--- config.mk ---
export PLATFORM = sky130hd
export DESIGN_NAME = phn_front_flat
export DESIGN_NICKNAME = d
export VERILOG_FILES = /design/src/hdl/phn_pkg.sv /design/src/hdl/phn_in_if.sv /design/src/hdl/phn_div.sv /design/src/hdl/phn_front.sv /design/src/flat_wrapper.sv
export SDC_FILE = /design/constraint.sdc
export NUM_CORES = 2
export LEC_CHECK = 0
export ABC_AREA = 1
export ABC_CLOCK_PERIOD_IN_PS = 23200
export BUFFER_PORTS_ARGS = -buffer_cell sky130_fd_sc_hd__buf_2
export CORE_UTILIZATION = 24
export CTS_CLUSTER_SIZE = 10
export DETAILED_ROUTE_END_ITERATION = 6
export GPL_TIMING_DRIVEN = 0
export PLACE_DENSITY = 0.38
export SLEW_MARGIN = 20
export SYNTH_ARGS = -nofsm -noshare
export SYNTH_HDL_FRONTEND = slang
export SYNTH_SLANG_ARGS = --single-unit
--- constraint.sdc ---
create_clock -name clk -period 23.2 [get_ports clk]
set_input_delay 3.48 -clock clk [delete_from_list [all_inputs] [get_ports clk]]
set_output_delay 3.48 -clock clk [all_outputs]
set_load 0.02 [all_outputs]
--- src/hdl/phn_pkg.sv ---
// Shared constants, codes and the job record for the point height normalizer.
package phn_pkg;

  localparam int MAX_CELLS   = 65536;
  localparam int ADDR_W      = $clog2(MAX_CELLS);
  localparam int FRAC_BITS   = 8;
  localparam int DATA_W      = 32;
  localparam int INDEX_W     = 16;
  localparam int SIZE_W      = 24;
  localparam int GRID_W      = 9;
  localparam int DIVISOR_W   = SIZE_W + 1;
  localparam int DW          = 60;
  localparam int PROD_W      = DATA_W + 1 + SIZE_W + 1;
  localparam int QUEUE_DEPTH = 2;
  localparam int PADDR_W     = 5;
  localparam int REG_SEL_W   = 3;

  localparam logic signed [DATA_W-1:0] NODATA = DATA_W'(-9999 * (2 ** FRAC_BITS));

  localparam logic CMD_LOAD  = 1'b0;
  localparam logic CMD_POINT = 1'b1;

  localparam logic [REG_SEL_W-1:0] REG_ORIGIN_X  = 3'd0;
  localparam logic [REG_SEL_W-1:0] REG_ORIGIN_Y  = 3'd1;
  localparam logic [REG_SEL_W-1:0] REG_CELL_SIZE = 3'd2;
  localparam logic [REG_SEL_W-1:0] REG_GRID_COLS = 3'd3;
  localparam logic [REG_SEL_W-1:0] REG_GRID_ROWS = 3'd4;

  typedef struct packed {
    logic              is_point;
    logic              in_range;
    logic [ADDR_W-1:0] addr0;
    logic [ADDR_W-1:0] addr1;
    logic [ADDR_W-1:0] addr2;
    logic [SIZE_W-1:0] a;
    logic [SIZE_W-1:0] b;
    logic [SIZE_W-1:0] s;
    logic [DATA_W-1:0] value;
  } phn_job_t;

endpackage

--- src/hdl/phn_in_if.sv ---
// Input channel: load and point commands.
interface phn_in_if;
  logic               valid;
  logic               ready;
  logic               command;
  logic [15:0]        cell_index;
  logic signed [31:0] cell_height;
  logic signed [31:0] point_x;
  logic signed [31:0] point_y;
  logic signed [31:0] point_z;

  modport source (output valid, command, cell_index, cell_height, point_x, point_y, point_z,
                  input ready);
  modport sink (input valid, command, cell_index, cell_height, point_x, point_y, point_z,
                output ready);
endinterface

--- src/hdl/phn_div.sv ---
// Radix-2 restoring floor divider, signed dividend by positive divisor.
module phn_div (
  input  logic                              clk,
  input  logic                              rst,
  input  logic                              start,
  input  logic signed [phn_pkg::DW-1:0]     dividend,
  input  logic [phn_pkg::DIVISOR_W-1:0]     divisor,
  output logic                              busy,
  output logic                              done,
  output logic signed [phn_pkg::DW-1:0]     quotient,
  output logic [phn_pkg::DIVISOR_W-1:0]     remainder
);
  import phn_pkg::*;

  localparam int CNT_W = $clog2(DW + 1);

  logic                 neg;
  logic [DW-1:0]        quo;
  logic [DIVISOR_W-1:0] rem;
  logic [DIVISOR_W-1:0] dvs;
  logic [CNT_W-1:0]     cnt;
  logic [DIVISOR_W:0]   trial;
  logic [DIVISOR_W:0]   diff;
  logic                 ge;

  assign trial = {rem, quo[DW-1]};
  assign ge    = trial >= {1'b0, dvs};
  assign diff  = trial - {1'b0, dvs};

  always_ff @(posedge clk) begin
    if (rst) begin
      busy <= 1'b0;
      done <= 1'b0;
    end else begin
      done <= 1'b0;
      if (start) begin
        busy <= 1'b1;
      end else if (busy && cnt == CNT_W'(1)) begin
        busy <= 1'b0;
        done <= 1'b1;
      end
    end
  end

  always_ff @(posedge clk) begin
    if (start) begin
      neg <= dividend[DW-1];
      quo <= dividend[DW-1] ? DW'(-dividend) : DW'(dividend);
      rem <= '0;
      dvs <= divisor;
      cnt <= CNT_W'(DW);
    end else if (busy) begin
      quo <= {quo[DW-2:0], ge};
      rem <= ge ? diff[DIVISOR_W-1:0] : trial[DIVISOR_W-1:0];
      cnt <= cnt - CNT_W'(1);
    end
  end

  // fold the magnitude result back to floor semantics
  always_comb begin
    if (neg && rem != '0) begin
      quotient  = $signed(~quo);
      remainder = dvs - rem;
    end else begin
      quotient  = neg ? $signed(-quo) : $signed(quo);
      remainder = rem;
    end
  end
endmodule

--- src/hdl/phn_front.sv ---
// Front end: accepts commands, locates the three cells and builds a job.
module phn_front (
  input  logic                          clk,
  input  logic                          rst,
  phn_in_if.sink                        points_in,
  input  logic signed [31:0]            origin_x,
  input  logic signed [31:0]            origin_y,
  input  logic [phn_pkg::SIZE_W-1:0]    cell_size,
  input  logic [phn_pkg::GRID_W-1:0]    grid_cols,
  input  logic [phn_pkg::GRID_W-1:0]    grid_rows,
  input  logic                          full,
  output logic                          push,
  output phn_pkg::phn_job_t             job
);
  import phn_pkg::*;

  localparam logic [2:0] F_IDLE = 3'd0;
  localparam logic [2:0] F_DIVX = 3'd1;
  localparam logic [2:0] F_DIVY = 3'd2;
  localparam logic [2:0] F_CALC = 3'd3;
  localparam logic [2:0] F_PUSH = 3'd4;

  localparam int AW2 = 2 * GRID_W;

  logic [2:0]               state;
  logic signed [DATA_W-1:0] py_hold;
  logic signed [DW-1:0]     col_q;
  logic signed [DW-1:0]     row_q;
  logic [SIZE_W-1:0]        rx;
  logic [SIZE_W-1:0]        ry;
  logic [SIZE_W-1:0]        cell_edge;
  logic                     accept;
  logic                     div_start;
  logic signed [DW-1:0]     div_dividend;
  logic                     div_busy;
  logic                     div_done;
  logic signed [DW-1:0]     div_q;
  logic [DIVISOR_W-1:0]     div_r;
  logic [DIVISOR_W-1:0]     twice_rx;
  logic [DIVISOR_W-1:0]     twice_ry;
  logic                     east;
  logic                     north;
  logic [SIZE_W-1:0]        a_val;
  logic [SIZE_W-1:0]        b_val;
  logic signed [DW-1:0]     ncol;
  logic signed [DW-1:0]     nrow;
  logic [AW2-1:0]           addr0;
  logic [AW2-1:0]           addr1;
  logic [AW2-1:0]           addr2;
  logic                     cells_ok;

  function automatic logic in_span(logic signed [DW-1:0] c, logic [GRID_W-1:0] n);
    return !c[DW-1] && ($unsigned(c) < DW'(n));
  endfunction

  function automatic logic [AW2-1:0] cell_addr(logic signed [DW-1:0] r, logic signed [DW-1:0] c,
                                                logic [GRID_W-1:0] n);
    return AW2'(r[GRID_W-1:0]) * AW2'(n) + AW2'(c[GRID_W-1:0]);
  endfunction

  assign cell_edge        = (cell_size == '0) ? SIZE_W'(1) : cell_size;
  assign points_in.ready  = (state == F_IDLE);
  assign accept           = points_in.valid && points_in.ready;
  assign push             = (state == F_PUSH) && !full;

  assign div_start    = (accept && points_in.command == CMD_POINT) ||
                        (state == F_DIVX && div_done);
  assign div_dividend = (state == F_IDLE) ? DW'(points_in.point_x) - DW'(origin_x)
                                          : DW'(py_hold) - DW'(origin_y);

  phn_div u_div (
    .clk       (clk),
    .rst       (rst),
    .start     (div_start),
    .dividend  (div_dividend),
    .divisor   ({1'b0, cell_edge}),
    .busy      (div_busy),
    .done      (div_done),
    .quotient  (div_q),
    .remainder (div_r)
  );

  // pick the neighbor side and the doubled distance from the cell center
  always_comb begin
    twice_rx = {rx, 1'b0};
    twice_ry = {ry, 1'b0};
    east     = twice_rx >= {1'b0, cell_edge};
    north    = twice_ry >= {1'b0, cell_edge};
    a_val    = east  ? SIZE_W'(twice_rx - {1'b0, cell_edge})
                     : SIZE_W'({1'b0, cell_edge} - twice_rx);
    b_val    = north ? SIZE_W'(twice_ry - {1'b0, cell_edge})
                     : SIZE_W'({1'b0, cell_edge} - twice_ry);
    ncol     = east  ? col_q + DW'(1) : col_q - DW'(1);
    nrow     = north ? row_q + DW'(1) : row_q - DW'(1);
    addr0    = cell_addr(row_q, col_q, grid_cols);
    addr1    = cell_addr(row_q, ncol, grid_cols);
    addr2    = cell_addr(nrow, col_q, grid_cols);
    cells_ok = in_span(col_q, grid_cols) && in_span(ncol, grid_cols) &&
               in_span(row_q, grid_rows) && in_span(nrow, grid_rows) &&
               (32'(addr0) < MAX_CELLS) && (32'(addr1) < MAX_CELLS) &&
               (32'(addr2) < MAX_CELLS);
  end

  always_ff @(posedge clk) begin
    if (rst) begin
      state <= F_IDLE;
    end else begin
      unique case (state)
        F_IDLE: begin
          if (accept) state <= (points_in.command == CMD_POINT) ? F_DIVX : F_PUSH;
        end
        F_DIVX: if (div_done) state <= F_DIVY;
        F_DIVY: if (div_done) state <= F_CALC;
        F_CALC: state <= F_PUSH;
        F_PUSH: if (!full) state <= F_IDLE;
        default: state <= F_IDLE;
      endcase
    end
  end

  always_ff @(posedge clk) begin
    if (accept) begin
      job.is_point <= points_in.command;
      job.in_range <= 32'(points_in.cell_index) < MAX_CELLS;
      job.addr0    <= ADDR_W'(points_in.cell_index);
      job.value    <= (points_in.command == CMD_POINT) ? points_in.point_z
                                                       : points_in.cell_height;
      py_hold      <= points_in.point_y;
    end
    if (state == F_DIVX && div_done) begin
      col_q <= div_q;
      rx    <= div_r[SIZE_W-1:0];
    end
    if (state == F_DIVY && div_done) begin
      row_q <= div_q;
      ry    <= div_r[SIZE_W-1:0];
    end
    if (state == F_CALC) begin
      job.in_range <= cells_ok;
      job.addr0    <= ADDR_W'(addr0);
      job.addr1    <= ADDR_W'(addr1);
      job.addr2    <= ADDR_W'(addr2);
      job.a        <= a_val;
      job.b        <= b_val;
      job.s        <= cell_edge;
    end
  end

  a_ready_div_idle: assert property (@(posedge clk) disable iff (rst)
    points_in.ready |-> !div_busy)
    else $error("front ready while divider busy");
endmodule

--- src/flat_wrapper.sv ---
// flat-port wrapper written by rule: the top's interface ports become plain ports
module phn_front_flat import phn_pkg::*;
  (clk, rst, origin_x, origin_y, cell_size, grid_cols, grid_rows, full, push, job, points_in_valid, points_in_command, points_in_cell_index, points_in_cell_height, points_in_point_x, points_in_point_y, points_in_point_z, points_in_ready);
  phn_in_if points_in_i ();
  input  logic clk;
  input  logic rst;
  input  logic signed [31:0] origin_x;
  input  logic signed [31:0] origin_y;
  input  logic [phn_pkg::SIZE_W-1:0] cell_size;
  input  logic [phn_pkg::GRID_W-1:0] grid_cols;
  input  logic [phn_pkg::GRID_W-1:0] grid_rows;
  input  logic full;
  output logic push;
  output phn_pkg::phn_job_t job;
  input wire logic [$bits(points_in_i.valid)-1:0] points_in_valid;
  input wire logic [$bits(points_in_i.command)-1:0] points_in_command;
  input wire logic [$bits(points_in_i.cell_index)-1:0] points_in_cell_index;
  input wire logic [$bits(points_in_i.cell_height)-1:0] points_in_cell_height;
  input wire logic [$bits(points_in_i.point_x)-1:0] points_in_point_x;
  input wire logic [$bits(points_in_i.point_y)-1:0] points_in_point_y;
  input wire logic [$bits(points_in_i.point_z)-1:0] points_in_point_z;
  output wire logic [$bits(points_in_i.ready)-1:0] points_in_ready;
  assign points_in_i.valid = points_in_valid;
  assign points_in_i.command = points_in_command;
  assign points_in_i.cell_index = points_in_cell_index;
  assign points_in_i.cell_height = points_in_cell_height;
  assign points_in_i.point_x = points_in_point_x;
  assign points_in_i.point_y = points_in_point_y;
  assign points_in_i.point_z = points_in_point_z;
  assign points_in_ready = points_in_i.ready;
  phn_front u_core (.clk(clk), .rst(rst), .points_in(points_in_i), .origin_x(origin_x), .origin_y(origin_y), .cell_size(cell_size), .grid_cols(grid_cols), .grid_rows(grid_rows), .full(full), .push(push), .job(job));
endmodule
* Word level (Yosys, flattened, before mapping) *
Cells that the tools add are included.

word-level totals
  latch bits = 0
  output and inout port bits = 156
  memories kept = 0
  logic and storage cells = 118
  ROM bits = 0
  RAM bits = 0
  register bits = 475

operators by class
  divide/modulo/power cells = 0
  $add $sub $neg = 18
  multipliers = 2
  muxes and demuxes = 25
  equality and inequality tests = 9
  order comparisons = 10
  bitwise logic cells = 1
  reduce and logical (&&, ||, !) cells = 31
  shifts and indexed selects = 0

operators with widths
  kind                                                           number
  2-to-1 mux 60 bit                                              8
  less-than comparator 60 x 9 -> 1 bit                           4
  2-to-1 mux 121 bit                                             1
  adder 60 x 2 -> 60 bit (second input constant)                 2
  negation 60 bit                                                2
  subtractor 24 bit                                              5
  subtractor 60 x 2 -> 60 bit (second input constant)            2
  2-to-1 mux 24 bit                                              4
  subtractor 32 x 32 -> 33 bit                                   2
  inverter 60 bit                                                1
  adder 18 x 9 -> 18 bit                                         3
  less-than comparator 18 x 17 -> 1 bit (second input constant)  3
  greater-or-equal comparator 25 x 24 -> 1 bit                   2
  multiplier 9 x 9 -> 18 bit                                     2
  2-to-1 mux 32 bit                                              1
  greater-or-equal comparator 26 x 24 -> 1 bit                   1
  2-to-1 mux 25 bit                                              1
  nonzero test 25 bit                                            1
  subtractor 25 x 24 -> 25 bit                                   1
  zero test 24 bit                                               1
  logical AND 1 bit                                              17
  2-to-1 mux 17 bit                                              1
  2-to-1 mux 3 bit                                               5
  one-hot mux 3 bit (5 select lines)                             1
  13 further kinds                                               25

* Depth between registers and ports, before layout *
  depth in word-level cells = 13
  gate-level depth with buffers = 51
  mapped depth without buffers = 50

* By module *
Synthesis repeated with hierarchy kept, for this count alone.

unflattened totals
  cell total of the unflattened synthesis = 7,436
  area, all modules = 50,631.1 µm²

by module, submodules not included
  module     area an instance (µm²)  sequential area each (µm²)  instances  cells an instance
  phn_front  37,701.2                10,630.2                    1          5,236
  phn_div    12,929.9                3,243.1                     1          2,200

* Worst setup path after synthesis *
OpenSTA, ideal clock, no wires.

  path kind = input-to-reg
  start = input cell_size[2] in the netlist's numbering
  end = register u_core.job[152] (netlist name)
  slack = 11,201 ps
  required time = 22,667 ps
  setup time = 533 ps
  cell stages on the path = 48
  path buffers = 1
  arrival time = 11,466 ps
  cells stage by stage = inv_1 -> nand4_1 -> nor3_1 -> nand3_1 -> nand2_1 -> inv_1 -> ha_1 -> nand4_1 -> nor3_1 -> nand4_1 -> o211ai_1 -> a21oi_1 -> nand2_1 -> inv_1 -> buf_2 -> ha_1 -> a21oi_1 -> nand2_1 -> [12 not listed] -> fa_1 -> inv_1 -> ha_1 -> nand2_1 -> nor3_1 -> nand2_1 -> o211ai_1 -> a21boi_0 -> o21ai_0 -> nand2_1 -> nand3_1 -> nand2_1 -> nand3_1 -> nor2_1 -> nand3_1 -> nor2_1 -> nand4_1 -> nand2_1

on the way
  word-level cells in the longest chain between the ends = 13

RTL lines
  what                                                                                                  line               text
  start: declaration                                                                                    flat_wrapper.sv:9  input logic [phn_pkg::SIZE_W-1:0] cell_size;
  zero test 24 bit                                                                                      phn_front.sv:61    assign cell_edge = (cell_size == '0) ? SIZE_W'(1) : cell_size;
  2-to-1 mux 24 bit (*)                                                                                 phn_front.sv:61
  parallel branches: the longest is 9 deep, another holds greater-or-equal comparator 25 x 24 -> 1 bit  -
  logical AND 1 bit (*)                                                                                 phn_front.sv:100   (32'(addr0) < MAX_CELLS) && (32'(addr1) < MAX_CELLS) &&
  2-to-1 mux 121 bit (*)                                                                                phn_front.sv:138   if (state == F_CALC) begin

Every way passes the cells marked *.
A chain may end at the register's enable or synchronous reset.

* Final worst setup path *
  start = input cell_size[2] in the netlist's numbering
  end = register u_core.job[152] (netlist name)

on the way
  word-level cells in the longest chain between the ends = 13

RTL lines
  what                                                                                                  line
  zero test 24 bit                                                                                      phn_front.sv:61
  2-to-1 mux 24 bit (*)                                                                                 phn_front.sv:61
  parallel branches: the longest is 9 deep, another holds greater-or-equal comparator 25 x 24 -> 1 bit  -
  logical AND 1 bit (*)                                                                                 phn_front.sv:100
  2-to-1 mux 121 bit (*)                                                                                phn_front.sv:138

Marks and branches as above.

==> impl_metrics.py <==
metrics = {
    "final_layout": {
        "syn_to_final_growth_pct": 16.5,
        "stdcell_area_sq_um": 56100,
        "regArea_sq_um": 13800,
        "multi_input_area_sq_um": 29800,
        "mostFrequentLayoutCell": "nand2_1",
        "final_cell_mix": "1672 x nand2_1, 1067 x inv_1, 758 x nor2_1, 470 x a21oi_1, 462 x ha_1",
        "final_nets": 8103,
        "drive_gt1_frac": 0.0904,
        "nFillCells": 22228,
    },
    "logic_synthesis": {
        "yosysSeqAreaShare": 0.287,
        "synth-edff-count": 437,
        "ys_types": 69,
        "synth_top_area_cell": "edfxtp_1",
        "ys_seq_elements": 473,
        "synth_top_area_frac": 0.272,
        "synth_nets": 7601,
        "netlist_area_sq_um": 48200,
        "synth.avg_cell_area_sq_um": 7.12,
        "synth_flop_cell": "edfxtp_1",
        "synthCells": 6767,
        "synth_area_leaders": "edfxtp_1 27%, nand2_1 13%, ha_1 12%",
        "ys_warn_count": 0,
        "ys_async_sr_fraction": 0,
    },
    "detailed_routing": {
        "via_count": 46330,
        "ant_nets": 0,
        "drc": 0,
        "wirelength_mm": 199,
        "wl_per_cell_um": 19.9,
        "viasPerCell": 4.65,
        "drt_iter0_markers": 3251,
        "first_pass_iters": 5,
    },
    "job": {
        "maxCapViolCount": 0,
    },
    "global_routing": {
        "antenna_found_initial": 12,
        "grt_use_total": 0.191,
        "grt.overflow.total": 0,
        "grt_pass1_wl_mm": 293,
        "grt_pass1_vias": 46159,
        "grt_max_degree": 68,
    },
    "timing": {
        "rsz0062_at_grt": "false",
        "finalMaxSlewViolations": 0,
        "tightest_slew_ns": 0.982,
        "finalSetupViolCount": 0,
        "fmax_mhz": 66.1,
        "period_share": 0.652,
        "fin_skew_ns": 0.0635,
        "fin_crit_ns": 15.13,
        "relSlewSlack": 0.343,
        "setup_ws_ns": 8.07,
        "hold_violations": 0,
        "fin_setup_tns_ns": 0,
        "hold_slack_ns": 0.491,
    },
    "status": {
        "status": "finished, final reports clean",
    },
    "die": {
        "start_util": 0.241,
        "die_area_sq_um": 203000,
        "die_h_um": 450,
        "pin_count": 411,
        "fp.dieW_um": 450,
        "coreArea_sq_um": 200000,
        "num_rows": 164,
    },
    "placement": {
        "portBuffers": 407,
        "gp_congestion": 0.925,
        "place_area_sq_um": 54000,
        "dp_hpwl_mm": 170,
        "place_ws_ns": 7.48,
    },
    "critical_path": {
        "crit_arrival_ns": 15.68,
        "critPathLaunchType": "primary input",
        "max_stage_delay_ns": 0.73,
        "path_class": "primary input to flop",
        "slowest_stage": "buf_4",
        "path_common_cell": "nand2_1",
        "r2r_slack_ns": 11.88,
        "worstSetupEndpointType": "flop",
        "worstPathRequired_ns": 23.76,
        "crit_fanout": 67,
    },
    "power_and_ir_drop": {
        "p_leak_nw": 26.2,
        "switching_share": 0.462,
        "sequentialPowerShare": 0.276,
        "p_int_mw": 2.40,
        "power.total_mw": 4.46,
        "p_sw_mw": 2.06,
        "powerDensity_nw_per_um2": 79.4,
        "pwr-share-clk": 0.227,
        "irDropWorstVdd_uv": 49.9,
        "p_comb_frac": 0.497,
    },
    "clock_tree": {
        "cts_htree_levels": 3,
        "ctsLongestPathBuffers": 3,
        "cts_tree": "yes",
        "clk_latency_ns": 0.71,
        "ctsResizeCount": 0,
        "cts-root-buf": "clkbuf_16",
        "hold_buffers": 0,
        "postCtsSetupBuffers": 0,
        "cts_made_buffers": 66,
        "clk_pin_slew_ns": 0.05,
        "cts_num_sinks": 473,
    },
    "worst_hold_path": {
        "min_path_type": "flop to flop",
    },
}
-- area by class of cell --
type,instances,share of cell area
Multi-Input combinational cell,5091,0.530
Sequential cell,473,0.247
Inverter,1089,0.0730
Tap cell,2656,0.0592
Timing Repair Buffer,434,0.0437
Clock buffer,86,0.0310
Buffer,114,0.00926
Clock inverter,26,0.00656
Antenna cell,4,0.000178
-- through the flow --
| step | instances | util |
|---|---|---|
| 2_1_floorplan | 6767 | - |
| 5_1_grt | 9970 | 0.281 |
| 3_5_place_dp | 9857 | 0.270 |
| 4_1_cts | 9969 | 0.281 |
| 3_3_place_gp | 9830 | 0.268 |
| 6_report | 9973 | 0.281 |
-- cell usage after synthesis (73+ instances only) --
| library cell | instances |
|---|---|
| nand2_1 | 1672 |
| inv_1 | 1067 |
| nor2_1 | 761 |
| a21oi_1 | 470 |
| ha_1 | 462 |
| edfxtp_1 | 437 |
| nand3_1 | 379 |
| o21ai_0 | 359 |
| xor2_1 | 185 |
| fa_1 | 117 |
| nand4_1 | 112 |
| nor3_1 | 92 |
| clkbuf_1 | 78 |
| xnor2_1 | 73 |
-- power by group through the flow --
| stage | combinational (mW) | clock, mW | sequential, mW |
|---|---|---|---|
| after detailed placement | 2.23 | 0 | 1.25 |
| after global routing | 2.46 | 1.08 | 1.24 |
| after global placement | 2.21 | 0 | 1.28 |
| after CTS | 2.24 | 1.05 | 1.23 |
| after floorplan | 1.37 | 0 | 1.29 |
| final | 2.21 | 1.01 | 1.23 |
-- registers in the layout, indices dropped and copies added, names as in the netlist --
name and flops:
u_core.u_div.busy 1, u_core.u_div.neg 1, u_core.u_div.dvs 24, u_core.u_div.cnt 6
u_core.job 152, u_core.u_div.rem 25, u_core.state 3, u_core.u_div.quo 60
u_core.col_q 60, u_core.py_hold 32, u_core.row_q 60, u_core.u_div.done 1
u_core.ry 24, u_core.rx 24
-- worst max-delay path, delay by kind of cell --
kind / cells / cell delay [ns]
compound gates: 6 / 1.44
xor+xnor: 1 / 0.59
fa+ha+maj: 8 / 3.59
buf+inv: 10 / 2.04
simple gates: 25 / 4.47
-- routing by layer --
layer	vias up	GRT usage	wire [um]	share of wire
met2	1090	0.327	94100	0.47
met5	-	0	23	0.00012
met1	21777	0.254	91800	0.46
met3	195	0.0220	7970	0.040
li1	23264	-	-	-
met4	4	0.0464	4730	0.024
-- path summary, 6_finish.rpt --
path / start / to / depth (start not counted)
hold reg to reg: u_core.u_div.cnt[4] / u_core.u_div.cnt[4] / 2
setup reg to reg: u_core.ry[0] / u_core.job[152] / 44
hold / removal: u_core.u_div.cnt[4] / u_core.u_div.cnt[4] / 2
setup / recovery: cell_size[2] / u_core.job[152] / 50
-- logic make-up after synthesis --
| group | count (synthesis) | share of synthesized area |
|---|---|---|
| DFF | 473 | 0.287 |
| muxes | 7 | 0.00145 |
| buffers and inverters | 1203 | 0.0955 |
| adders and majority gates | 579 | 0.169 |
| xor gates and xnor gates | 258 | 0.0469 |
| AOI/OAI and AO/OA | 1098 | 0.126 |
| and+or+nand+nor | 3149 | 0.274 |
(Power assumes the default switching activity.)
