File: config.mk
export PLATFORM = sky130hd
export DESIGN_NAME = phn_queue
export DESIGN_NICKNAME = d
export VERILOG_FILES = /design/src/hdl/phn_pkg.sv /design/src/hdl/phn_queue.sv
export SDC_FILE = /design/constraint.sdc
export NUM_CORES = 1
export LEC_CHECK = 0
export CELL_PAD_IN_SITES_DETAIL_PLACEMENT = 0
export CELL_PAD_IN_SITES_GLOBAL_PLACEMENT = 1
export CORE_MARGIN = 2
export CORE_UTILIZATION = 52
export CTS_BUF_LIST = sky130_fd_sc_hd__clkbuf_2
export DETAILED_ROUTE_END_ITERATION = 10
export DONT_BUFFER_PORTS = 1
export PLACE_DENSITY_LB_ADDON = 0.1
export SYNTH_ARGS = -nofsm -noshare
export SYNTH_HDL_FRONTEND = slang
export SYNTH_SLANG_ARGS = --single-unit
File: constraint.sdc
create_clock -name clk -period 10.35 [get_ports clk]
set_input_delay 1.035 -clock clk [delete_from_list [all_inputs] [get_ports clk]]
set_output_delay 1.035 -clock clk [all_outputs]
set_load 0.005 [all_outputs]
File: src/hdl/phn_pkg.sv
// Shared constants, codes and the job record for the point height normalizer.
package phn_pkg;

  localparam int MAX_CELLS   = 65536;
  localparam int ADDR_W      = $clog2(MAX_CELLS);
  localparam int FRAC_BITS   = 8;
  localparam int DATA_W      = 32;
  localparam int INDEX_W     = 16;
  localparam int SIZE_W      = 24;
  localparam int GRID_W      = 9;
  localparam int DIVISOR_W   = SIZE_W + 1;
  localparam int DW          = 60;
  localparam int PROD_W      = DATA_W + 1 + SIZE_W + 1;
  localparam int QUEUE_DEPTH = 2;
  localparam int PADDR_W     = 5;
  localparam int REG_SEL_W   = 3;

  localparam logic signed [DATA_W-1:0] NODATA = DATA_W'(-9999 * (2 ** FRAC_BITS));

  localparam logic CMD_LOAD  = 1'b0;
  localparam logic CMD_POINT = 1'b1;

  localparam logic [REG_SEL_W-1:0] REG_ORIGIN_X  = 3'd0;
  localparam logic [REG_SEL_W-1:0] REG_ORIGIN_Y  = 3'd1;
  localparam logic [REG_SEL_W-1:0] REG_CELL_SIZE = 3'd2;
  localparam logic [REG_SEL_W-1:0] REG_GRID_COLS = 3'd3;
  localparam logic [REG_SEL_W-1:0] REG_GRID_ROWS = 3'd4;

  typedef struct packed {
    logic              is_point;
    logic              in_range;
    logic [ADDR_W-1:0] addr0;
    logic [ADDR_W-1:0] addr1;
    logic [ADDR_W-1:0] addr2;
    logic [SIZE_W-1:0] a;
    logic [SIZE_W-1:0] b;
    logic [SIZE_W-1:0] s;
    logic [DATA_W-1:0] value;
  } phn_job_t;

endpackage

File: src/hdl/phn_queue.sv
// Short job queue between front and back.
module phn_queue (
  input  logic              clk,
  input  logic              rst,
  input  logic              push,
  input  phn_pkg::phn_job_t push_job,
  output logic              full,
  input  logic              pop,
  output phn_pkg::phn_job_t head,
  output logic              not_empty
);
  import phn_pkg::*;

  localparam int PTR_W = $clog2(QUEUE_DEPTH);
  localparam int CNT_W = $clog2(QUEUE_DEPTH + 1);

  phn_job_t         entries [QUEUE_DEPTH];
  logic [PTR_W-1:0] wr_ptr;
  logic [PTR_W-1:0] rd_ptr;
  logic [CNT_W-1:0] count;

  assign full      = (count == CNT_W'(QUEUE_DEPTH));
  assign not_empty = (count != '0);
  assign head      = entries[rd_ptr];

  always_ff @(posedge clk) begin
    if (rst) begin
      wr_ptr <= '0;
      rd_ptr <= '0;
      count  <= '0;
    end else begin
      if (push) wr_ptr <= (32'(wr_ptr) == QUEUE_DEPTH - 1) ? '0 : wr_ptr + PTR_W'(1);
      if (pop)  rd_ptr <= (32'(rd_ptr) == QUEUE_DEPTH - 1) ? '0 : rd_ptr + PTR_W'(1);
      if (push && !pop)      count <= count + CNT_W'(1);
      else if (pop && !push) count <= count - CNT_W'(1);
    end
  end

  always_ff @(posedge clk) begin
    if (push) entries[wr_ptr] <= push_job;
  end

  a_no_overflow: assert property (@(posedge clk) disable iff (rst)
    push |-> !full)
    else $error("queue push while full");
  a_no_underflow: assert property (@(posedge clk) disable iff (rst)
    pop |-> not_empty)
    else $error("queue pop while empty");
endmodule

# ---- After elaboration in Yosys (flattened, before gate mapping)
# Memories as Yosys holds them, arrays and structs flattened. A register that Yosys moved wholly into a read port is not among the register bits.
# Cells that the tools add are included.
# Widths: inputs -> output; s select.
dict set report op_classes {
  mux 8
  eq_ne 1
  reduce_logical 6
  add_sub_neg 4
}
# cell count
set op_table {}
lappend op_table {{$mux 1} 6}
lappend op_table {{$mux 2} 2}
lappend op_table {{$reduce_bool 2->1} 2}
lappend op_table {{$add 1x1->1 const B} 2}
lappend op_table {{$add 2x1->2 const B} 1}
lappend op_table {{$eq 2x2->1 const B} 1}
lappend op_table {{$logic_and 1x1->1} 2}
lappend op_table {{$logic_not 1->1} 2}
lappend op_table {{$sub 2x1->2 const B} 1}
dict set report word_totals {
  memories 1
  inputBits 158
  reg_bits 4
  out_inout_bits 156
  ramBits 308
  wordCells 23
}
# memory words width read_ports rd_ports_with_merged_regs write_ports line_no
set memory_table {}
lappend memory_table {entries 2 154 1 1 1 phn_queue.sv:17} ;# phn_job_t entries [QUEUE_DEPTH];

# ---- Depth between registers and ports, before layout
# Gate-level depths: netlist (run 1).
dict set report logic_depth {
  word_depth 4
  depth_mapped 5
  depth_no_buf 5
}

# ---- Worst setup path before layout (run 1)
# OpenSTA, ideal clock, no wires.
dict set report synth_timing {
  path_kind {input to register}
  from {input push}
  to {memory entries[0][0] (netlist name), enable pin}
  t_arrival_ps 7694
  setup_time_ps 688
  required_ps 9662
  path_slack_ps 1968
  n_path_buf 0
  path_stages 1
  cell_sequence {nor2b_1}
}
dict set report synth_between {
  elab_chain_len 2
}
# item line_no
set synth_rtl {}
lappend synth_rtl {{from (decl)} phn_queue.sv:5} ;# input logic push,
lappend synth_rtl {{$mux 1} phn_queue.sv:40} ;# if (push) entries[wr_ptr] <= push_job;
lappend synth_rtl {{$mux 1 (not written as such)} phn_queue.sv:40}
lappend synth_rtl {{to (decl)} phn_queue.sv:17}
# Every way passes these cells.

==> impl_results.html, run 1 <==
<table>
<tr><th>Metric</th><th>Value</th></tr>
<tr><th colspan="2">Synthesis</th></tr>
<tr><td>Synth area leader</td><td>sky130_fd_sc_hd__edfxtp_1</td></tr>
<tr><td>EDFF count, synth</td><td>308</td></tr>
<tr><td>Number of synthesized register bits</td><td>roughly 310</td></tr>
<tr><td>Total standard cell area after synthesis</td><td>11550 sq um</td></tr>
<tr><td>Cells taking the most area after synthesis</td><td>sky130_fd_sc_hd__edfxtp_1 (80%), sky130_fd_sc_hd__mux2_2 (9.2%), sky130_fd_sc_hd__mux2_4 (7.8%)</td></tr>
<tr><td>Syn avg cell area</td><td>between 20 and 25 sq um</td></tr>
<tr><td>Top cells by count, synth</td><td>sky130_fd_sc_hd__edfxtp_1 (308), sky130_fd_sc_hd__mux2_2 (94), sky130_fd_sc_hd__mux2_4 (60)</td></tr>
<tr><td>Primary flip-flop cell chosen by synthesis mapping</td><td>sky130_fd_sc_hd__edfxtp_1</td></tr>
<tr><td>Sequential-to-total area share from yosys stat</td><td>0.8094</td></tr>
<tr><td>Most common cell in the netlist</td><td>sky130_fd_sc_hd__edfxtp_1</td></tr>
<tr><td>Total nets after synthesis</td><td>660</td></tr>
<tr><td>Number of library cell types mapped by synthesis</td><td>17</td></tr>
<tr><td>Gate Count Post-Synth</td><td>between 500 and 600</td></tr>
<tr><td>YS warnings</td><td>0</td></tr>
<tr><td>Share of synthesized registers carrying an async set or reset</td><td>0</td></tr>
<tr><td>Share of the synthesized area in the top cell type</td><td>0.8007</td></tr>
<tr><th colspan="2">STA</th></tr>
<tr><td>Setup repair after global routing missed its margin</td><td>false</td></tr>
<tr><td>Worst hold margin</td><td>333.9 ps</td></tr>
<tr><td>Share of the clock period used by the worst path</td><td>0.4485</td></tr>
<tr><td>Max-slew violation count</td><td>0</td></tr>
<tr><td>Max Clk Rate</td><td>roughly 0.22 GHz</td></tr>
<tr><td>Slew of the pin with the lowest slew margin</td><td>1123 ps</td></tr>
<tr><td>Worst slew margin relative to its limit</td><td>0.2513</td></tr>
<tr><td>Clock period minus final worst setup slack</td><td>roughly 4600 ps</td></tr>
<tr><td>Hold Fails Final Rpt</td><td>0</td></tr>
<tr><td>Number of failing setup endpoints in the final timing report</td><td>0</td></tr>
<tr><td>Setup Total Neg Slack</td><td>0 ps</td></tr>
<tr><td>Layout Skew</td><td>around 44 ps</td></tr>
<tr><th colspan="2">Outcome</th></tr>
<tr><td>Outcome</td><td>finished, final reports clean</td></tr>
<tr><th colspan="2">Worst setup path</th></tr>
<tr><td>Data arrival, critical path</td><td>3610 ps</td></tr>
<tr><td>CP max-delay cell</td><td>sky130_fd_sc_hd__buf_4</td></tr>
<tr><td>Crit path launch type</td><td>flop</td></tr>
<tr><td>Cell type group with the largest total delay on the critical path</td><td>buffers and inverters</td></tr>
<tr><td>Cell-by-cell listing of the critical path</td><td>buf_4, buf_4, mux2_2</td></tr>
<tr><td>Crit. End Element</td><td>output port</td></tr>
<tr><td>Crit path kind</td><td>reg -&gt; out</td></tr>
<tr><td>Sum of buffers and inverters on the critical path</td><td>2</td></tr>
<tr><td>Worst reg2reg setup slack</td><td>around 7500 ps</td></tr>
<tr><td>Max incr delay on CP</td><td>840 ps</td></tr>
<tr><td>Cell mode on critical path</td><td>sky130_fd_sc_hd__buf_4</td></tr>
<tr><td>Peak fanout along the critical path</td><td>between 60 and 70</td></tr>
<tr><td>Required time of the critical path</td><td>about 9300 ps</td></tr>
<tr><th colspan="2">Cells and area</th></tr>
<tr><td>Multi-input combinational cell area</td><td>a little over 2000 sq um</td></tr>
<tr><td>Sequential cell area</td><td>9353 sq um</td></tr>
<tr><td>Fraction of final layout cells with drive strength greater than 1</td><td>0.4455</td></tr>
<tr><td>Number of filler cells placed in the layout</td><td>1694</td></tr>
<tr><td>Nets</td><td>726</td></tr>
<tr><td>Area growth, synth to finish</td><td>8.644%</td></tr>
<tr><th colspan="2">Clock network</th></tr>
<tr><td>Buffer type at the clock tree root</td><td>sky130_fd_sc_hd__clkbuf_2</td></tr>
<tr><td>Max clock buf depth</td><td>3</td></tr>
<tr><td>Post-CTS setup-driven buffer insertion count</td><td>0</td></tr>
<tr><td>Count of cells resized by post-cts repair</td><td>0</td></tr>
<tr><td>Hold buffer count at CTS</td><td>0</td></tr>
<tr><td>CTS tree</td><td>yes</td></tr>
<tr><td>Max H-tree Level</td><td>3</td></tr>
<tr><td>Post-CTS clock slew at the launch and capture registers of the worst setup and hold paths</td><td>roughly 100 ps</td></tr>
<tr><td>Number of sinks handled by clock tree synthesis</td><td>roughly 310</td></tr>
<tr><td>Total CTS buffers</td><td>75</td></tr>
<tr><td>Worst skew pair latency</td><td>790 ps</td></tr>
<tr><th colspan="2">Die</th></tr>
<tr><td>Vertical extent of the die</td><td>153.0 um</td></tr>
<tr><td>Initial cell density of the core</td><td>0.5293</td></tr>
<tr><td>Die area</td><td>about 23000 sq um</td></tr>
<tr><td>Placeable core region</td><td>around 22000 sq um</td></tr>
<tr><td>Horizontal die dimension</td><td>~150 um</td></tr>
<tr><td>Number of ports placed on the die boundary</td><td>approximately 310</td></tr>
<tr><td>Number of core rows</td><td>54</td></tr>
<tr><th colspan="2">Routing</th></tr>
<tr><td>Overall via count from detail_route</td><td>around 4900</td></tr>
<tr><td>Drt total wl</td><td>roughly 20000 um</td></tr>
<tr><td>DRC</td><td>0</td></tr>
<tr><td>DRT Pass-1 Iters</td><td>4</td></tr>
<tr><td>Number of violations reported at the end of detailed-routing iteration 0</td><td>~260</td></tr>
<tr><td>Vias/cell</td><td>between 5 and 6</td></tr>
<tr><td>Routed length per instance</td><td>approximately 23 um</td></tr>
<tr><td>Count of antenna-violating nets left after detailed routing</td><td>0</td></tr>
<tr><th colspan="2">Placed design</th></tr>
<tr><td>Number of port buffers</td><td>0</td></tr>
<tr><td>RD Place Congestion</td><td>between 0.7 and 0.8</td></tr>
<tr><td>Final HPWL from detailed placement</td><td>around 14000 um</td></tr>
<tr><th colspan="2">Global routing</th></tr>
<tr><td>Wire length of the first global-routing pass</td><td>just under 30000 um</td></tr>
<tr><td>GRT overflow</td><td>0</td></tr>
<tr><td>Overall track demand over capacity in global routing</td><td>0.1699</td></tr>
<tr><td>Vias in the first global route</td><td>between 5000 and 6000</td></tr>
<tr><td>Initial antenna violation count</td><td>1</td></tr>
<tr><td>Largest net degree at the start of global routing</td><td>84</td></tr>
<tr><th colspan="2">Pwr</th></tr>
<tr><td>Leakage dissipation</td><td>4.358 nW</td></tr>
<tr><td>Areal power density over the cells</td><td>about 200 nW/um^2</td></tr>
<tr><td>Worst vdd ir</td><td>around 130 uV</td></tr>
<tr><th colspan="2">Run</th></tr>
<tr><td>Max-cap violations</td><td>0</td></tr>
<tr><th colspan="2">Min path</th></tr>
<tr><td>Class of the worst hold path</td><td>in -&gt; reg</td></tr>
</table>
-- worst paths after layout --
kind / cells past startpoint / end / startpoint
worst min-delay path: 0 / entries[0][50] / push_job[50]
worst max-delay path: 3 / head[16] / flop
worst min register to register: 2 / count[1] / count[1]
worst max register to register: 3 / entries[1][96] / wr_ptr
-- metal layers --
layer	vias to the layer above	wire (um)	GRT usage
met4	0	557	0.08025
met3	35	2804	0.1089
li1	2183	-	-
met5	-	0	0
met1	2362	6481	0.1586
met2	273	10720	0.2883
-- state kept, by name, summed over array words and instances (netlist names), named ones only --
name and flops:
entries 308, count 2, rd_ptr 1, wr_ptr 1
-- kinds of logic after synthesis --
group,after synthesis,synth area share
AO/OA/AOI/OAI,2,0.0008657
XOR/XNOR,4,0.003033
adder cells (fa/ha/maj),1,0.001083
buffers and inverters,18,0.01202
flip-flops,313,0.8094
multiplexers,154,0.1696
AND/OR/NAND/NOR,9,0.004008
-- placed cells by master (no fill, tap or decap) --
cell,count
sky130_fd_sc_hd__nor2b_1,1
sky130_fd_sc_hd__nor2_1,4
sky130_fd_sc_hd__diode_2,2
sky130_fd_sc_hd__mux2_2,94
sky130_fd_sc_hd__clkinv_1,20
sky130_fd_sc_hd__and2_4,1
sky130_fd_sc_hd__xor2_1,2
sky130_fd_sc_hd__dfxtp_1,4
sky130_fd_sc_hd__or3_1,1
sky130_fd_sc_hd__clkbuf_2,110
sky130_fd_sc_hd__dfxtp_4,1
sky130_fd_sc_hd__bufinv_16,3
sky130_fd_sc_hd__inv_2,1
sky130_fd_sc_hd__nor2b_4,1
sky130_fd_sc_hd__xnor2_1,2
sky130_fd_sc_hd__or2_2,1
sky130_fd_sc_hd__mux2_4,60
sky130_fd_sc_hd__buf_4,6
sky130_fd_sc_hd__o21ai_0,1
sky130_fd_sc_hd__edfxtp_1,308
sky130_fd_sc_hd__inv_1,1
sky130_fd_sc_hd__a21oi_1,1
sky130_fd_sc_hd__ha_1,1
-- layout make-up --
cell class / instances / area share
clock inverters: 24 / 0.01346
repair buffers: 6 / 0.003589
clock buffers: 110 / 0.04387
well taps: 280 / 0.02792
flip-flops and latches: 313 / 0.7453
diodes: 2 / 0.0003988
multi-input cells: 170 / 0.1652
inverters: 1 / 0.0002991
-- power breakdown --
group,switching [mW],internal (mW)
combinational,0.103,0.0894
sequential,0.0234,1.48
clock,0.438,0.358
-- through the flow --
stage / util / instance area [sq um] / instances / total power [mW] / worst slack, ps
2_1_floorplan: - / 11550 / 501 / 1.699 / 1968
3_3_place_gp: 0.5419 / 11830 / 770 / 1.724 / 6523
3_5_place_dp: 0.5419 / 11830 / 770 / 1.731 / 6453
4_1_cts: 0.5748 / 12540 / 904 / 2.536 / 5551
5_1_grt: 0.5750 / 12550 / 906 / 2.618 / 5318
6_report: 0.5750 / 12550 / 906 / 2.491 / 5708
No activity file was read; power rests on OpenSTA's default activity.
==> inputs of run 2 (changes only) <==
CORE_UTILIZATION = 50   (was 52)
clock period = 4 ns   (was 10.35 ns; I/O delays follow)
==> run 2 against run 1 <==
Against the previous run: non-clock buffer count up 161; first-iteration DRC count up 14%; highest routed layer unchanged; utilization is 5.1 points higher; sequential share of layout area fell by 8.5 points; combinational power increased to 3.5 times the previous value; cell count increased by 17%; critical path type unchanged.
==> impl_results.html, run 2 (synthesis results as in run 1) <==
<table>
<tr><th>Metric</th><th>Value</th></tr>
<tr><th colspan="2">Die</th></tr>
<tr><td>Initial cell density of the core</td><td>0.5102</td></tr>
<tr><td>Horizontal die dimension</td><td>~160 um</td></tr>
<tr><td>Number of core rows</td><td>between 50 and 60</td></tr>
<tr><td>Die area</td><td>around 24000 sq um</td></tr>
<tr><td>Vertical extent of the die</td><td>between 150 and 200 um</td></tr>
<tr><td>Number of ports placed on the die boundary</td><td>around 310</td></tr>
<tr><td>Placeable core region</td><td>about 23000 sq um</td></tr>
<tr><th colspan="2">Worst setup path</th></tr>
<tr><td>Required time of the critical path</td><td>approximately 3600 ps</td></tr>
<tr><td>Destination of the worst register-to-register timing path</td><td>entries[1][139]</td></tr>
<tr><td>Crit. End Element</td><td>output port</td></tr>
<tr><td>R2R cell count</td><td>2</td></tr>
<tr><td>Crit path kind</td><td>reg -&gt; out</td></tr>
<tr><td>Max incr delay on CP</td><td>roughly 800 ps</td></tr>
<tr><td>Launch point of the worst reg-to-reg path</td><td>wr_ptr</td></tr>
<tr><td>Worst reg2reg setup slack</td><td>between 1500 and 2000 ps</td></tr>
<tr><td>Crit path launch type</td><td>flop</td></tr>
<tr><td>CP max-delay cell</td><td>sky130_fd_sc_hd__dfxtp_4</td></tr>
<tr><td>Cell-by-cell listing of the critical path</td><td>buf_4, mux2_2</td></tr>
<tr><td>Data arrival, critical path</td><td>2510 ps</td></tr>
<tr><td>Peak fanout along the critical path</td><td>38</td></tr>
<tr><th colspan="2">STA</th></tr>
<tr><td>Setup Total Neg Slack</td><td>0 ps</td></tr>
<tr><td>Clock period minus final worst setup slack</td><td>around 2900 ps</td></tr>
<tr><td>Share of the clock period used by the worst path</td><td>0.7263</td></tr>
<tr><td>Worst slew margin relative to its limit</td><td>0.4410</td></tr>
<tr><td>Number of failing setup endpoints in the final timing report</td><td>0</td></tr>
<tr><td>Slew of the pin with the lowest slew margin</td><td>~840 ps</td></tr>
<tr><td>Setup repair after global routing missed its margin</td><td>false</td></tr>
<tr><td>Max Clk Rate</td><td>roughly 0.34 GHz</td></tr>
<tr><td>Hold Fails Final Rpt</td><td>0</td></tr>
<tr><td>Max-slew violation count</td><td>0</td></tr>
<tr><td>Layout Skew</td><td>35.85 ps</td></tr>
<tr><th colspan="2">Clock network</th></tr>
<tr><td>Max H-tree Level</td><td>3</td></tr>
<tr><td>Buffer type at the clock tree root</td><td>sky130_fd_sc_hd__clkbuf_2</td></tr>
<tr><td>Worst skew pair latency</td><td>slightly below 800 ps</td></tr>
<tr><td>Post-CTS setup-driven buffer insertion count</td><td>0</td></tr>
<tr><td>Number of sinks handled by clock tree synthesis</td><td>approximately 310</td></tr>
<tr><td>Max clock buf depth</td><td>3</td></tr>
<tr><td>Post-CTS clock slew at the launch and capture registers of the worst setup and hold paths</td><td>110 ps</td></tr>
<tr><td>Total CTS buffers</td><td>between 70 and 80</td></tr>
<tr><td>CTS tree</td><td>yes</td></tr>
<tr><th colspan="2">Cells and area</th></tr>
<tr><td>Largest Register</td><td>entries</td></tr>
<tr><td>Multi-input combinational cell area</td><td>between 2000 and 2500 sq um</td></tr>
<tr><td>Most used cells in the layout excluding fill and tap cells</td><td>sky130_fd_sc_hd__edfxtp_1 (308), sky130_fd_sc_hd__dlygate4sd3_1 (158), sky130_fd_sc_hd__clkbuf_2 (106)</td></tr>
<tr><td>Flip-flop count of the largest register after layout</td><td>just over 300</td></tr>
<tr><td>Final instance count without filler cells</td><td>roughly 1100</td></tr>
<tr><td>Area growth, synth to finish</td><td>22.71%</td></tr>
<tr><td>Leading registers by flop count</td><td>entries (308), count (2)</td></tr>
<tr><td>Fraction of final layout cells with drive strength greater than 1</td><td>0.3591</td></tr>
<tr><td>Utilization after layout</td><td>0.6261</td></tr>
<tr><td>Sequential cell area</td><td>around 9400 sq um</td></tr>
<tr><td>Number of filler cells placed in the layout</td><td>between 1500 and 2000</td></tr>
<tr><td>Nets</td><td>between 800 and 900</td></tr>
<tr><td>Commonest non-fill, non-tap cell in the layout</td><td>sky130_fd_sc_hd__edfxtp_1</td></tr>
<tr><th colspan="2">Routing</th></tr>
<tr><td>Drt total wl</td><td>roughly 22000 um</td></tr>
<tr><td>Vias/cell</td><td>5.177</td></tr>
<tr><td>Count of antenna-violating nets left after detailed routing</td><td>0</td></tr>
<tr><td>DRT Pass-1 Iters</td><td>4</td></tr>
<tr><td>Routed length per instance</td><td>21.02 um</td></tr>
<tr><td>DRC</td><td>0</td></tr>
<tr><td>Overall via count from detail_route</td><td>roughly 5500</td></tr>
<tr><td>Number of violations reported at the end of detailed-routing iteration 0</td><td>293</td></tr>
<tr><th colspan="2">Global routing</th></tr>
<tr><td>Wire length of the first global-routing pass</td><td>32370 um</td></tr>
<tr><td>Initial antenna violation count</td><td>1</td></tr>
<tr><td>Overall track demand over capacity in global routing</td><td>0.1781</td></tr>
<tr><td>Largest net degree at the start of global routing</td><td>a little under 80</td></tr>
<tr><td>Vias in the first global route</td><td>5957</td></tr>
<tr><td>GRT overflow</td><td>0</td></tr>
<tr><th colspan="2">Run</th></tr>
<tr><td>Max-cap violations</td><td>0</td></tr>
<tr><th colspan="2">Placed design</th></tr>
<tr><td>Final HPWL from detailed placement</td><td>approximately 14000 um</td></tr>
<tr><td>Number of port buffers</td><td>0</td></tr>
<tr><td>Instance count after placement with tap cells included</td><td>roughly 780</td></tr>
<tr><td>RD Place Congestion</td><td>~0.75</td></tr>
<tr><th colspan="2">Outcome</th></tr>
<tr><td>Outcome</td><td>finished, final reports clean</td></tr>
<tr><th colspan="2">Min path</th></tr>
<tr><td>Hold path startpoint</td><td>push</td></tr>
<tr><td>Endpoint of the worst hold-timing path</td><td>entries[0][22]</td></tr>
<tr><td>Class of the worst hold path</td><td>in -&gt; reg</td></tr>
<tr><td>Worst hold path stage count</td><td>2</td></tr>
<tr><th colspan="2">Pwr</th></tr>
<tr><td>Worst vdd ir</td><td>about 290 uV</td></tr>
<tr><td>Areal power density over the cells</td><td>~470 nW/um^2</td></tr>
<tr><td>Leakage dissipation</td><td>a little over 5 nW</td></tr>
</table>
==> run 2: cell count changes in the layout (fill, tap and decap cells not counted) <==
cell / delta
sky130_fd_sc_hd__clkbuf_2: -4
sky130_fd_sc_hd__diode_2: -1
sky130_fd_sc_hd__buf_4: -1
sky130_fd_sc_hd__clkinv_2: +2
sky130_fd_sc_hd__dlygate4sd3_1: +158
sky130_fd_sc_hd__buf_12: +4
sky130_fd_sc_hd__clkinv_1: -6
==> run 2: area by class of cell <==
type                    instances  share of cell area
diodes                          1           0.0001765
clock buffers                 106             0.03743
clock inverters                20             0.01103
inverters                       1           0.0002648
multi-input cells             170              0.1463
flip-flops and latches        313              0.6598
well taps                     285             0.02516
repair buffers                167              0.1199
==> run 2: repair_timing <==
item / CTS / global route
hold buffers: 158 / 0
gates resized for setup: 0 / 0
endpoints found under the hold margin: 313 / 0
==> run 2: worst max-delay path by stage <==
stage	start	to	slack, ps
floorplan	push	entries[0][0]	860
global route	flop	head[46]	890
CTS	flop	head[46]	960
finish	flop	head[46]	1090
global placement	flop	head[48]	1910
detailed placement	flop	head[46]	1880
==> run 2: stage by stage <==
| stage | instance area, sq um | power, mW | worst slack (ps) | hold slack, ps |
|---|---|---|---|---|
| 6_report | 14170 | 6.614 | 1095 | 173.3 |
| 3_5_place_dp | 11900 | 4.492 | 1881 | 471.0 |
| 5_1_grt | 14170 | 6.941 | 889.1 | 98.50 |
| 4_1_cts | 14170 | 6.707 | 955.5 | 89.20 |
| 2_1_floorplan | 11560 | 4.370 | 856.4 | 455.8 |
| 3_3_place_gp | 11900 | 4.477 | 1908 | 468.8 |
==> run 2: power by group <==
part           internal (mW)  total [mW]  switching (mW)  leakage [nW]
sequential              3.82        3.89          0.0684          2.93
combinational          0.347       0.664           0.318          1.58
clock                  0.898        2.06            1.16         0.517
==> run 2: worst max-delay path, delay by kind of cell, from the launching register on <==
family                 cells  cell delay, ps
DFF                        1             800
buffers and inverters      1             480
muxes                      1             410
==> run 2: layer usage <==
layer / routed length, um / up-vias / GRT usage
li1: - / 2497 / -
met1: 7966 / 2716 / 0.1876
met2: 11600 / 255 / 0.3040
met3: 2400 / 35 / 0.09028
met4: 374 / 0 / 0.07077
met5: 0 / - / 0
